<file path="src/rtl/core/qkr_pkg.sv">
// Shared codes, field widths and parameter defaults for the keyed-removal queue.
package qkr_pkg;

   // Field widths that the item format fixes.
   localparam int OP_BITS     = 2;
   localparam int STATUS_BITS = 2;

   // Defaults for the top-level parameters.
   localparam int DEPTH_DEFAULT       = 16;
   localparam int KEY_BITS_DEFAULT    = 16;
   localparam int HANDLE_BITS_DEFAULT = 16;

   // Operation codes carried by an input item.
   localparam logic [OP_BITS-1:0] OP_ENQUEUE = 2'd0;
   localparam logic [OP_BITS-1:0] OP_DEQUEUE = 2'd1;
   localparam logic [OP_BITS-1:0] OP_REMOVE  = 2'd2;

   // Status codes carried by a result item.
   localparam logic [STATUS_BITS-1:0] ST_DONE = 2'd0;
   localparam logic [STATUS_BITS-1:0] ST_NONE = 2'd1;
   localparam logic [STATUS_BITS-1:0] ST_FULL = 2'd2;

endpackage

</file>
<file path="src/rtl/core/fifo_with_keyed_removal.sv">
// Ordered job queue with dequeue and removal of the oldest entry by requester key.
// Steps: an enqueue, or an item with nothing to take, passes the front and reply states; a
// dequeue passes the take state first; a removal first compares N entries, one per cycle on
// a single key comparator, and moves the M entries behind the match up a place.
// Throughput: one item at a time; the next is taken the cycle after its result is registered.
// Reset empties the queue at once; entry storage keeps its contents, never read unwritten.
module fifo_with_keyed_removal #(
   parameter int DEPTH       = qkr_pkg::DEPTH_DEFAULT,
   parameter int KEY_BITS    = qkr_pkg::KEY_BITS_DEFAULT,
   parameter int HANDLE_BITS = qkr_pkg::HANDLE_BITS_DEFAULT,
   localparam int CW         = $clog2(DEPTH + 1),
   localparam int REQ_BITS   = qkr_pkg::OP_BITS + HANDLE_BITS + KEY_BITS,
   localparam int REQ_W      = ((REQ_BITS + 7) / 8) * 8,
   localparam int RSP_BITS   = qkr_pkg::STATUS_BITS + 2 * HANDLE_BITS + CW + 1,
   localparam int RSP_W      = ((RSP_BITS + 7) / 8) * 8
) (
   input  logic             clock,
   input  logic             reset,
   input  logic             req_tvalid,
   output logic             req_tready,
   // op, job_handle, requester_key (lowest bits first), zero padded
   input  logic [REQ_W-1:0] req_tdata,
   output logic             rsp_tvalid,
   input  logic             rsp_tready,
   // status, taken_handle, front_handle, occupancy, is_empty (lowest bits first)
   output logic [RSP_W-1:0] rsp_tdata
);

   localparam int AW = $clog2(DEPTH);
   localparam int EW = KEY_BITS + HANDLE_BITS;

   logic [qkr_pkg::OP_BITS-1:0]     req_op;
   logic [HANDLE_BITS-1:0]          req_handle;
   logic [KEY_BITS-1:0]             req_key;

   logic                            res_valid;
   logic                            res_ready;
   logic [qkr_pkg::STATUS_BITS-1:0] res_status;
   logic [HANDLE_BITS-1:0]          res_taken;
   logic [HANDLE_BITS-1:0]          res_front;
   logic [CW-1:0]                   res_count;
   logic                            res_empty;

   logic                            ram_we;
   logic [AW-1:0]                   ram_waddr;
   logic [EW-1:0]                   ram_wdata;
   logic [AW-1:0]                   ram_raddr;
   logic [EW-1:0]                   ram_rdata;

   logic                            rsp_valid_ff, rsp_valid_in;
   logic [RSP_W-1:0]                rsp_data_ff, rsp_data_in;

   // Unpack the incoming item.
   assign req_op     = req_tdata[qkr_pkg::OP_BITS-1:0];
   assign req_handle = req_tdata[qkr_pkg::OP_BITS +: HANDLE_BITS];
   assign req_key    = req_tdata[qkr_pkg::OP_BITS + HANDLE_BITS +: KEY_BITS];

   qkr_seq #(
      .DEPTH       (DEPTH),
      .KEY_BITS    (KEY_BITS),
      .HANDLE_BITS (HANDLE_BITS)
   ) u_seq (
      .clock      (clock),
      .reset      (reset),
      .in_valid   (req_tvalid),
      .in_ready   (req_tready),
      .in_op      (req_op),
      .in_handle  (req_handle),
      .in_key     (req_key),
      .out_valid  (res_valid),
      .out_ready  (res_ready),
      .out_status (res_status),
      .out_taken  (res_taken),
      .out_front  (res_front),
      .out_count  (res_count),
      .out_empty  (res_empty),
      .ram_we     (ram_we),
      .ram_waddr  (ram_waddr),
      .ram_wdata  (ram_wdata),
      .ram_raddr  (ram_raddr),
      .ram_rdata  (ram_rdata)
   );

   qkr_ram #(
      .WIDTH (EW),
      .DEPTH (DEPTH)
   ) u_ram (
      .clock   (clock),
      .wr_en   (ram_we),
      .wr_addr (ram_waddr),
      .wr_data (ram_wdata),
      .rd_addr (ram_raddr),
      .rd_data (ram_rdata)
   );

   // Output register: a result is taken in whenever the slot is free or draining.
   assign res_ready = !rsp_valid_ff || rsp_tready;

   always_comb begin
      rsp_valid_in = rsp_valid_ff;
      rsp_data_in  = rsp_data_ff;
      if (res_ready) begin
         rsp_valid_in = res_valid;
         rsp_data_in  = RSP_W'({res_empty, res_count, res_front, res_taken, res_status});
      end
   end

   always_ff @(posedge clock) begin
      if (reset) begin
         rsp_valid_ff <= 1'b0;
      end else begin
         rsp_valid_ff <= rsp_valid_in;
      end
   end

   always_ff @(posedge clock) begin
      rsp_data_ff <= rsp_data_in;
   end

   assign rsp_tvalid = rsp_valid_ff;
   assign rsp_tdata  = rsp_data_ff;

endmodule

</file>
<file path="src/rtl/core/qkr_ram.sv">
// Generic single-write, single-read RAM with a registered read port.
module qkr_ram #(
   parameter int WIDTH = 32,
   parameter int DEPTH = 16
) (
   input  logic                     clock,
   input  logic                     wr_en,
   input  logic [$clog2(DEPTH)-1:0] wr_addr,
   input  logic [WIDTH-1:0]         wr_data,
   input  logic [$clog2(DEPTH)-1:0] rd_addr,
   output logic [WIDTH-1:0]         rd_data
);

   logic [WIDTH-1:0] mem_ff [DEPTH];
   logic [WIDTH-1:0] rd_data_ff;

   // Write port and registered read port.
   always_ff @(posedge clock) begin
      if (wr_en) begin
         mem_ff[wr_addr] <= wr_data;
      end
      rd_data_ff <= mem_ff[rd_addr];
   end

   assign rd_data = rd_data_ff;

endmodule

</file>
<file path="src/rtl/core/qkr_seq.sv">
// Sequencer of the queue: ring pointers, key compare unit and entry move steps.
module qkr_seq #(
   parameter int DEPTH       = qkr_pkg::DEPTH_DEFAULT,
   parameter int KEY_BITS    = qkr_pkg::KEY_BITS_DEFAULT,
   parameter int HANDLE_BITS = qkr_pkg::HANDLE_BITS_DEFAULT,
   localparam int AW         = $clog2(DEPTH),
   localparam int CW         = $clog2(DEPTH + 1),
   localparam int EW         = KEY_BITS + HANDLE_BITS
) (
   input  logic                            clock,
   input  logic                            reset,
   // Incoming item.
   input  logic                            in_valid,
   output logic                            in_ready,
   input  logic [qkr_pkg::OP_BITS-1:0]     in_op,
   input  logic [HANDLE_BITS-1:0]          in_handle,
   input  logic [KEY_BITS-1:0]             in_key,
   // Finished result.
   output logic                            out_valid,
   input  logic                            out_ready,
   output logic [qkr_pkg::STATUS_BITS-1:0] out_status,
   output logic [HANDLE_BITS-1:0]          out_taken,
   output logic [HANDLE_BITS-1:0]          out_front,
   output logic [CW-1:0]                   out_count,
   output logic                            out_empty,
   // Entry store, each entry is {key, handle}.
   output logic                            ram_we,
   output logic [AW-1:0]                   ram_waddr,
   output logic [EW-1:0]                   ram_wdata,
   output logic [AW-1:0]                   ram_raddr,
   input  logic [EW-1:0]                   ram_rdata
);

   localparam int SW = CW + 1;

   // Sequencer states.
   localparam logic [2:0] S_IDLE  = 3'd0;
   localparam logic [2:0] S_TAKE  = 3'd1;
   localparam logic [2:0] S_SCAN  = 3'd2;
   localparam logic [2:0] S_SHIFT = 3'd3;
   localparam logic [2:0] S_FRONT = 3'd4;
   localparam logic [2:0] S_REPLY = 3'd5;

   logic [2:0]                      state_ff, state_in;
   logic [AW-1:0]                   head_ff, head_in;
   logic [CW-1:0]                   count_ff, count_in;
   logic [CW-1:0]                   idx_ff, idx_in;
   logic [KEY_BITS-1:0]             key_ff, key_in;
   logic [qkr_pkg::STATUS_BITS-1:0] status_ff, status_in;
   logic [HANDLE_BITS-1:0]          taken_ff, taken_in;

   logic [HANDLE_BITS-1:0] rd_handle;
   logic [KEY_BITS-1:0]    rd_key;
   logic                   key_hit;
   logic [CW-1:0]          idx_next;
   logic [CW-1:0]          idx_next2;

   // Ring position of the entry that lies off places behind the front.
   function automatic logic [AW-1:0] ring_pos(input logic [AW-1:0] head,
                                              input logic [CW-1:0] off);
      logic [SW-1:0] sum;
      begin
         sum = SW'(head) + SW'(off);
         if (sum >= SW'(DEPTH)) begin
            sum = sum - SW'(DEPTH);
         end
         ring_pos = sum[AW-1:0];
      end
   endfunction

   assign rd_handle = ram_rdata[HANDLE_BITS-1:0];
   assign rd_key    = ram_rdata[EW-1:HANDLE_BITS];
   assign key_hit   = (rd_key == key_ff);
   assign idx_next  = idx_ff + CW'(1);
   assign idx_next2 = idx_ff + CW'(2);

   // Next-state logic of the sequencer.
   always_comb begin
      state_in  = state_ff;
      head_in   = head_ff;
      count_in  = count_ff;
      idx_in    = idx_ff;
      key_in    = key_ff;
      status_in = status_ff;
      taken_in  = taken_ff;
      ram_we    = 1'b0;
      ram_waddr = ring_pos(head_ff, count_ff);
      ram_wdata = {in_key, in_handle};
      ram_raddr = head_ff;
      in_ready  = 1'b0;
      out_valid = 1'b0;

      unique case (state_ff)
         S_IDLE: begin
            in_ready = 1'b1;
            if (in_valid) begin
               key_in    = in_key;
               taken_in  = '0;
               status_in = qkr_pkg::ST_NONE;
               idx_in    = '0;
               state_in  = S_FRONT;
               unique case (in_op)
                  qkr_pkg::OP_ENQUEUE: begin
                     if (count_ff == CW'(DEPTH)) begin
                        status_in = qkr_pkg::ST_FULL;
                     end else begin
                        ram_we    = 1'b1;
                        count_in  = count_ff + CW'(1);
                        status_in = qkr_pkg::ST_DONE;
                     end
                  end
                  qkr_pkg::OP_DEQUEUE: begin
                     if (count_ff != '0) begin
                        state_in = S_TAKE;
                     end
                  end
                  qkr_pkg::OP_REMOVE: begin
                     if (count_ff != '0) begin
                        state_in = S_SCAN;
                     end
                  end
                  default: begin
                     state_in = S_FRONT;
                  end
               endcase
            end
         end

         // The front entry has been read; drop it by moving the head on.
         S_TAKE: begin
            taken_in  = rd_handle;
            status_in = qkr_pkg::ST_DONE;
            head_in   = ring_pos(head_ff, CW'(1));
            count_in  = count_ff - CW'(1);
            state_in  = S_FRONT;
         end

         // One entry compared per cycle while the next one is being read.
         S_SCAN: begin
            ram_raddr = ring_pos(head_ff, idx_next);
            if (key_hit) begin
               taken_in  = rd_handle;
               status_in = qkr_pkg::ST_DONE;
               if (idx_next == count_ff) begin
                  count_in = count_ff - CW'(1);
                  state_in = S_FRONT;
               end else begin
                  state_in = S_SHIFT;
               end
            end else if (idx_next == count_ff) begin
               state_in = S_FRONT;
            end else begin
               idx_in = idx_next;
            end
         end

         // Entries behind the removed one move up a place, one per cycle.
         S_SHIFT: begin
            ram_we    = 1'b1;
            ram_waddr = ring_pos(head_ff, idx_ff);
            ram_wdata = ram_rdata;
            ram_raddr = ring_pos(head_ff, idx_next2);
            if (idx_next2 == count_ff) begin
               count_in = count_ff - CW'(1);
               state_in = S_FRONT;
            end else begin
               idx_in = idx_next;
            end
         end

         S_FRONT: begin
            state_in = S_REPLY;
         end

         S_REPLY: begin
            out_valid = 1'b1;
            if (out_ready) begin
               state_in = S_IDLE;
            end
         end

         default: begin
            state_in = S_IDLE;
         end
      endcase
   end

   // Control registers.
   always_ff @(posedge clock) begin
      if (reset) begin
         state_ff <= S_IDLE;
         head_ff  <= '0;
         count_ff <= '0;
      end else begin
         state_ff <= state_in;
         head_ff  <= head_in;
         count_ff <= count_in;
      end
   end

   // Working registers of the item in progress.
   always_ff @(posedge clock) begin
      idx_ff    <= idx_in;
      key_ff    <= key_in;
      status_ff <= status_in;
      taken_ff  <= taken_in;
   end

   // Result fields; the front entry is held on the read port in the reply state.
   assign out_status = status_ff;
   assign out_taken  = taken_ff;
   assign out_front  = (count_ff == '0) ? '0 : rd_handle;
   assign out_count  = count_ff;
   assign out_empty  = (count_ff == '0);

endmodule
</file>
<file path="config.mk">
export PLATFORM = sky130hd
export DESIGN_NAME = fifo_with_keyed_removal
export DESIGN_NICKNAME = d
export VERILOG_FILES = /design/src/rtl/core/qkr_pkg.sv /design/src/rtl/core/fifo_with_keyed_removal.sv /design/src/rtl/core/qkr_ram.sv /design/src/rtl/core/qkr_seq.sv
export SDC_FILE = /design/constraint.sdc
export NUM_CORES = 1
export LEC_CHECK = 0
export ABC_AREA = 1
export BUFFER_PORTS_ARGS = -buffer_cell sky130_fd_sc_hd__buf_2
export CAP_MARGIN = 0
export CORE_ASPECT_RATIO = 0.8
export CORE_MARGIN = 5
export CORE_UTILIZATION = 50
export CTS_CLUSTER_DIAMETER = 80
export CTS_CLUSTER_SIZE = 20
export DETAILED_ROUTE_END_ITERATION = 10
export PLACE_DENSITY = 0.66
export SYNTH_ARGS = -nofsm -noshare
export SYNTH_HDL_FRONTEND = slang
export SYNTH_SLANG_ARGS = --single-unit
</file>
<file path="constraint.sdc">
create_clock -name clock -period 6.9 [get_ports clock]
set_input_delay 1.035 -clock clock [delete_from_list [all_inputs] [get_ports clock]]
set_output_delay 1.035 -clock clock [all_outputs]
set_load 0.1 [all_outputs]
</file>
==> metrics.md, run 1 <==
| Metric | Value |
|---|---|
| Htree depth | 2 |
| Initial antenna violation count | 0 |
| Post-Synth Simple-Gate Area | 0.128 |
| Pins Over Slew Limit | 0 |
| Slew HR | 0.207 |
| Seq pwr share | 0.497 |
| Total iterations of the first detailed-routing run | 5 |
| Int Pwr | around 0.0062 W |
| Worst EP required | about 7400 ps |
| Slew @ Worst Pin | about 1200 ps |
| TritonCTS clock tree | yes |
| Switch Pwr | ~0.0033 W |
| Clock insertion delay at the later pin of the skew report | ~560 ps |
| Ant. Diodes | 0 |
| Vias | ~16,000 |
| Post-Synthesis Cells | around 2,200 |
| Power share of the combinational group | 0.269 |
| Synthesized area | roughly 0.026 mm^2 |
| Power Density | about 330 mW/mm^2 |
| Clock-pin slew on the worst setup and hold paths | about 80 ps |
| Post-synth EDFFs | between 500 and 600 |
| Leakage | 10.2 nW |
| First-pass GRT wire length | roughly 87 mm |
| Share of post-route cells with drive strength above 1 | 0.0918 |
| Placeable Area | between 0.05 and 0.06 mm^2 |
| Largest family of logic cells by synthesized area | simple AND/OR/NAND/NOR gates |
| Post-CTS Setup Inserts | 0 |
| Initial core utilization | 0.507 |
| Routed Wire Length | 57.3 mm |
| Synth cell types | 35 |
| Final Setup Violations | 0 |
| Synth Area in Compound Gates | 0.0972 |
| CP Cell Sequence | inv_2, nand2_1, nor2_4, inv_2, nand2_1, nand2_1, inv_1, ha_1, inv_1, fa_1, o21ai_4, buf_4, o21ai_0, o21bai_1, nand3b_1, nand3_1, o21ai_1 |
| Worst Path Arrival | around 4400 ps |
| Num CTS Buffers | 37 |
| Synth async-reset ratio | 0 |
| Skew final | 24.7 ps |
| Clock share of power | 0.234 |
| Cts hold-fix bufs | 0 |
| Final period util | 0.568 |
| Slowest CP cell | buf_4 |
| Initial DRC Count | 1,605 |
| Fin nets | ~2,300 |
| I/O pins | between 80 and 90 |
| Post-layout util | 0.554 |
| Placed Area | about 0.027 mm^2 |
| Layout Area Growth over Synthesis | 9.30% |
| RSZ-0062 raised after global routing | no |
| Final worst path period need | roughly 3900 ps |
| CP max FO | 73 |
| Ys Warns | 0 |
| Clock tree buffer depth | 3 |
| Post-synthesis adder-cell area fraction | 0.00952 |
| Status | finished, final reports clean |
| Sw frac | 0.344 |
| Drt drc | 0 |
| Mux cell area share after synthesis | 0 |
| Sink Count | approximately 640 |
| CP peak stage delay | between 600 and 700 ps |
| Pin count of the biggest net entering global routing | between 200 and 250 |
| # resized after CTS | 0 |
| IO Port Bufs | 79 |
| Nature of the critical path startpoint | register |
| Seq/Total Area, Yosys | 0.717 |
| Root Buffer | clkbuf_16 |
| WL/cell | between 15 and 20 um |
| Design Power | 0.00952 W |
| Max Cap Viol | 0 |
| Die ar. | between 0.05 and 0.06 mm^2 |
| GRT Overall Usage | 0.195 |
| Top FF cell, synth | edfxtp_1 |
| Peak supply drop | 0.207 mV |
| Critical path class | register to register |
| GP Congestion | 0.820 |
| Post-DRT Antenna Nets | 0 |
| Vias per cell | 5.44 |
| Setup_tns | 0 ps |
| Achievable frequency | ~0.26 GHz |
| GR Overflow Total | 0 |
| DIE HEIGHT | 214 um |
| Synth Area per Inst | roughly 12 um^2 |
| Syn Nets | between 2,000 and 2,500 |
| Vias in the first global route | 14,975 |
| HPWL after detailed placement | between 30 and 40 mm |
| Post-Synth XOR/XNOR Area | 0.00269 |
| Most frequent cells in the layout | edfxtp_1, nor2_1, nand2_1, o21ai_0, inv_1 |
| Cell area after layout | approximately 0.028 mm^2 |
| Die X | roughly 270 um |
| Worst path most repeated cell | nand2_1 |
| Commonest non-fill, non-tap cell in the layout | edfxtp_1 |
| Final Hold Slack | around 420 ps |
| Hold Fails Final Rpt | 0 |
| CP Capture Type | register |
| FF+latch count, synth | 636 |
| Row count | 74 |
| Min-delay worst type | register to register |
[cell families (layout without fill, tap and decap cells)]
family | Yosys count | after routing
xor gates and xnor gates | 8 | 8
DFF | 636 | 636
adders and majority gates | 18 | 18
and+or+nand+nor | 778 | 778
buffers and inverters | 294 | 383
AOI/OAI and AO/OA | 453 | 453
[power by group through the flow]
stage / sequential (W) / combinational (W) / clock [W]
3_5_place_dp: 0.00482 / 0.00255 / 0
3_3_place_gp: 0.00481 / 0.00251 / 0
2_1_floorplan: 0.00535 / 0.00144 / 0
4_1_cts: 0.00473 / 0.00257 / 0.00228
5_1_grt: 0.00477 / 0.00283 / 0.00243
6_report: 0.00473 / 0.00256 / 0.00223
[state kept, by name, indices dropped and copies added, names as in the netlist]
name              cells
u_seq.state_ff        3
u_seq.out_count       5
u_seq.out_taken      16
u_ram.rd_data        32
u_seq.key_ff         16
rsp_tvalid            1
u_ram.mem_ff        512
u_seq.out_status      2
u_seq.head_ff         4
rsp_tdata            40
u_seq.idx_ff          5
[cells in the mapped netlist, types with 45 or more instances]
library cell	count	share of area
nand2_1	251	0.036
clkbuf_1	50	0.0072
nand3_1	89	0.017
nand3b_1	64	0.018
inv_1	175	0.025
o21ai_0	253	0.049
dfxtp_1	45	0.035
nor2_1	357	0.052
buf_2	54	0.010
o21ai_1	83	0.016
edfxtp_1	591	0.68
o211ai_1	64	0.018
[metrics by stage]
| step | setup slack [ps] | std cells |
|---|---|---|
| floorplan | 3050 | 2187 |
| finish | 2980 | 2960 |
| global placement | 2900 | 2896 |
| CTS | 2980 | 2960 |
| detailed placement | 2800 | 2896 |
| global route | 2580 | 2960 |
[metal layers]
metal | vias to the layer above | global-route usage | routed length (um)
li1 | 7749 | - | -
met1 | 7845 | 0.300 | 26600
met2 | 452 | 0.307 | 26200
met3 | 60 | 0.0232 | 3600
met4 | 0 | 0.0359 | 818
met5 | - | 0 | 0
[critical path: cells and delay by family, from the launching register on]
kind,cells,cell delay (ps)
AND/OR/NAND/NOR,6,740
AO/OA/AOI/OAI,4,980
flip-flops,1,330
adder cells (fa/ha/maj),2,670
buffers and inverters,5,1040
[final timing paths]
kind	start	end	slack, ps	depth (start not counted)
setup / recovery	u_seq.state_ff[2]$_SDFFE_PP0P_	u_ram.rd_data[17]$_DFF_P_	2980	17
hold / removal	u_seq.out_taken[13]$_SDFFCE_PN0P_	rsp_tdata[15]$_DFFE_PN_	420	0
setup reg to reg	u_seq.state_ff[2]$_SDFFE_PP0P_	u_ram.rd_data[17]$_DFF_P_	2980	17
hold reg to reg	u_seq.out_taken[13]$_SDFFCE_PN0P_	rsp_tdata[15]$_DFFE_PN_	420	0
[final cells by class]
class                           count  area (um^2)
Fill cell                        4246        22900
Tap cell                          684          856
Clock buffer                       61         1040
Multi-Input combinational cell   1257         6320
Timing Repair Buffer              140          878
Inverter                          179          672
Sequential cell                   636        18600
Clock inverter                      3         23.8
Power figures use the tool's default switching activity.
==> run 2: changes to the inputs <==
--- a/config.mk
+++ b/config.mk
@@ -14,7 +14,7 @@
 export CTS_CLUSTER_DIAMETER = 80
 export CTS_CLUSTER_SIZE = 20
 export DETAILED_ROUTE_END_ITERATION = 10
-export PLACE_DENSITY = 0.66
+export PLACE_DENSITY = 0.69
 export SYNTH_ARGS = -nofsm -noshare
 export SYNTH_HDL_FRONTEND = slang
 export SYNTH_SLANG_ARGS = --single-unit
==> constraint.sdc (replaced) <==
create_clock -name clock -period 3.46 [get_ports clock]
set_input_delay 0.519 -clock clock [delete_from_list [all_inputs] [get_ports clock]]
set_output_delay 0.519 -clock clock [all_outputs]
set_load 0.1 [all_outputs]
==> metrics.md, run 2 (same netlist as run 1, synthesis figures left out) <==
| Metric | Value |
|---|---|
| R2r startpoint | u_seq.idx_ff[0]$_SDFFCE_PP0P_ |
| Critical path startpoint | u_seq.idx_ff[0]$_SDFFCE_PP0P_ |
| Root Buffer | clkbuf_16 |
| Hold Fails Final Rpt | 0 |
| Placeable Area | 0.0513 mm^2 |
| I/O pins | 86 |
| Power Density | ~660 mW/mm^2 |
| Min-delay worst type | primary input to register |
| Critical path depth | 14 |
| Slew @ Worst Pin | about 1000 ps |
| Vias in the first global route | around 16,000 |
| Worst Path Arrival | between 3000 and 4000 ps |
| Vias | ~17,000 |
| Vias per cell | ~5.5 |
| Initial core utilization | 0.507 |
| First-pass GRT wire length | roughly 90 mm |
| Die X | approximately 270 um |
| Post-DRT Antenna Nets | 0 |
| Initial DRC Count | about 1,600 |
| Initial antenna violation count | 0 |
| DIE HEIGHT | about 210 um |
| Clock tree buffer depth | 3 |
| Final period util | 0.954 |
| Status | finished, final reports clean |
| GP Congestion | around 0.84 |
| Nature of the critical path startpoint | register |
| GR Overflow Total | 0 |
| Htree depth | 2 |
| Max Cap Viol | 0 |
| Routed Wire Length | 58.8 mm |
| Reg-to-Reg End | u_ram.rd_data[17]$_DFF_P_ |
| Num CTS Buffers | 37 |
| GRT Overall Usage | 0.202 |
| CP Cell Sequence | ha_1, nand2_1, nand2_1, o21ai_0, ha_1, nand2_1, nand2_1, a31oi_1, or2_1, nand4_1, nand2_2, buf_4, nand3_1, o21ai_1 |
| HPWL after detailed placement | 34.2 mm |
| Peak supply drop | 0.423 mV |
| Crit path to | u_ram.rd_data[17]$_DFF_P_ |
| Die ar. | ~0.057 mm^2 |
| WL/cell | between 15 and 20 um |
| Total iterations of the first detailed-routing run | 5 |
| Final worst path period need | 3300 ps |
| Largest Register | u_ram.mem_ff |
| Achievable frequency | between 0.3 and 0.4 GHz |
| Slowest CP cell | edfxtp_1 |
| Clock-pin slew on the worst setup and hold paths | roughly 80 ps |
| Skew final | roughly 28 ps |
| Row count | 74 |
| Most frequent cells in the layout | edfxtp_1, nor2_1, o21ai_0 |
| Clock insertion delay at the later pin of the skew report | slightly below 600 ps |
| Critical path class | register to register |
| Leakage | 10.6 nW |
| Sink Count | between 600 and 700 |
| IO Port Bufs | slightly below 80 |
| Max reg flops | about 500 |
| Crit path max-delay family | simple AND/OR/NAND/NOR gates |
| RSZ-0062 raised after global routing | yes |
| Commonest non-fill, non-tap cell in the layout | edfxtp_1 |
| CP max FO | 14 |
| R2r setup slk | 160 ps |
| Cell area after layout | around 0.029 mm^2 |
| Placed Area | about 0.028 mm^2 |
| Pins Over Slew Limit | 0 |
| Final Hold Slack | roughly 130 ps |
| Worst EP required | roughly 3900 ps |
| Drt drc | 0 |
| Slew HR | 0.306 |
| Fin nets | roughly 2,400 |
| TritonCTS clock tree | yes |
| Register-to-Register Path Depth | 14 |
| Cts hold-fix bufs | 0 |
| Ant. Diodes | 0 |
| Worst path most repeated cell | nand2_1 |
| Layout Area Growth over Synthesis | 12.2% |
| CP peak stage delay | between 500 and 600 ps |
| CP Buf/Inv Count | 1 |
| Share of post-route cells with drive strength above 1 | 0.114 |
| Final Setup Violations | 0 |
| Post-layout util | 0.569 |
| CP Capture Type | register |
| Pin count of the biggest net entering global routing | between 100 and 150 |
==> run 2: changes by cell type in the layout (fill, tap and decap cells not counted), sizes merged <==
| cell | before | now |
|---|---|---|
| clkbuf | 61 | 58 |
| bufinv | 0 | 1 |
| clkinv | 3 | 2 |
| buf | 140 | 188 |
| inv | 179 | 180 |
==> run 2: how the worst min path moves through the flow <==
| stage | from | to | slack, ps | cells after the start |
|---|---|---|---|---|
| 2_1_floorplan | u_seq.out_status[0]$_SDFFCE_PP0P_ | rsp_tdata[0]$_DFFE_PN_ | 400 | 0 |
| 3_5_place_dp | u_seq.out_taken[2]$_SDFFCE_PN0P_ | rsp_tdata[4]$_DFFE_PN_ | 410 | 0 |
| 6_report | req_tdata[30] | u_seq.key_ff[12]$_DFFE_PP_ | 130 | 1 |
| 4_1_cts | req_tdata[30] | u_seq.key_ff[12]$_DFFE_PP_ | 110 | 1 |
| 3_3_place_gp | u_seq.out_status[1]$_SDFFCE_PP0P_ | rsp_tdata[1]$_DFFE_PN_ | 400 | 0 |
| 5_1_grt | req_tdata[27] | u_seq.key_ff[9]$_DFFE_PP_ | 110 | 1 |
==> run 2: metrics by stage <==
step,worst slack (ps),TNS (ps),power (W),std cells
after floorplan,-390,-172310,0.0135,2187
after CTS,143,0,0.0194,3002
final,158,0,0.0193,3006
after global placement,289,0,0.0148,2942
after global routing,-28.1,-29.2,0.0203,3006
after detailed placement,218,0,0.0150,2942
==> run 2: layer usage <==
layer	wire, um	track usage	up-vias
li1	-	-	7864
met3	4220	0.0268	75
met4	949	0.0440	0
met2	27600	0.328	591
met1	26000	0.296	7972
met5	0	0	-
==> run 2: timing repair <==
item / CTS / global route
endpoints found under the setup margin: 0 / 109
resized for setup: 0 / 7
endpoints found under the hold margin: 0 / 0
setup buffers: 0 / 3
==> run 2: layout make-up <==
| cell class | count | area, um^2 |
|---|---|---|
| Inverter | 179 | 672 |
| Clock inverter | 4 | 71.3 |
| Sequential cell | 636 | 18600 |
| Multi-Input combinational cell | 1257 | 6340 |
| Fill cell | 4174 | 22100 |
| Tap cell | 684 | 856 |
| Timing Repair Buffer | 190 | 1620 |
| Clock buffer | 56 | 997 |
==> run 2: where the power goes <==
| part | internal (W) | switching [W] |
|---|---|---|
| registers | 0.00913 | 0.000307 |
| clock network | 0.00209 | 0.00237 |
| logic | 0.00146 | 0.00396 |
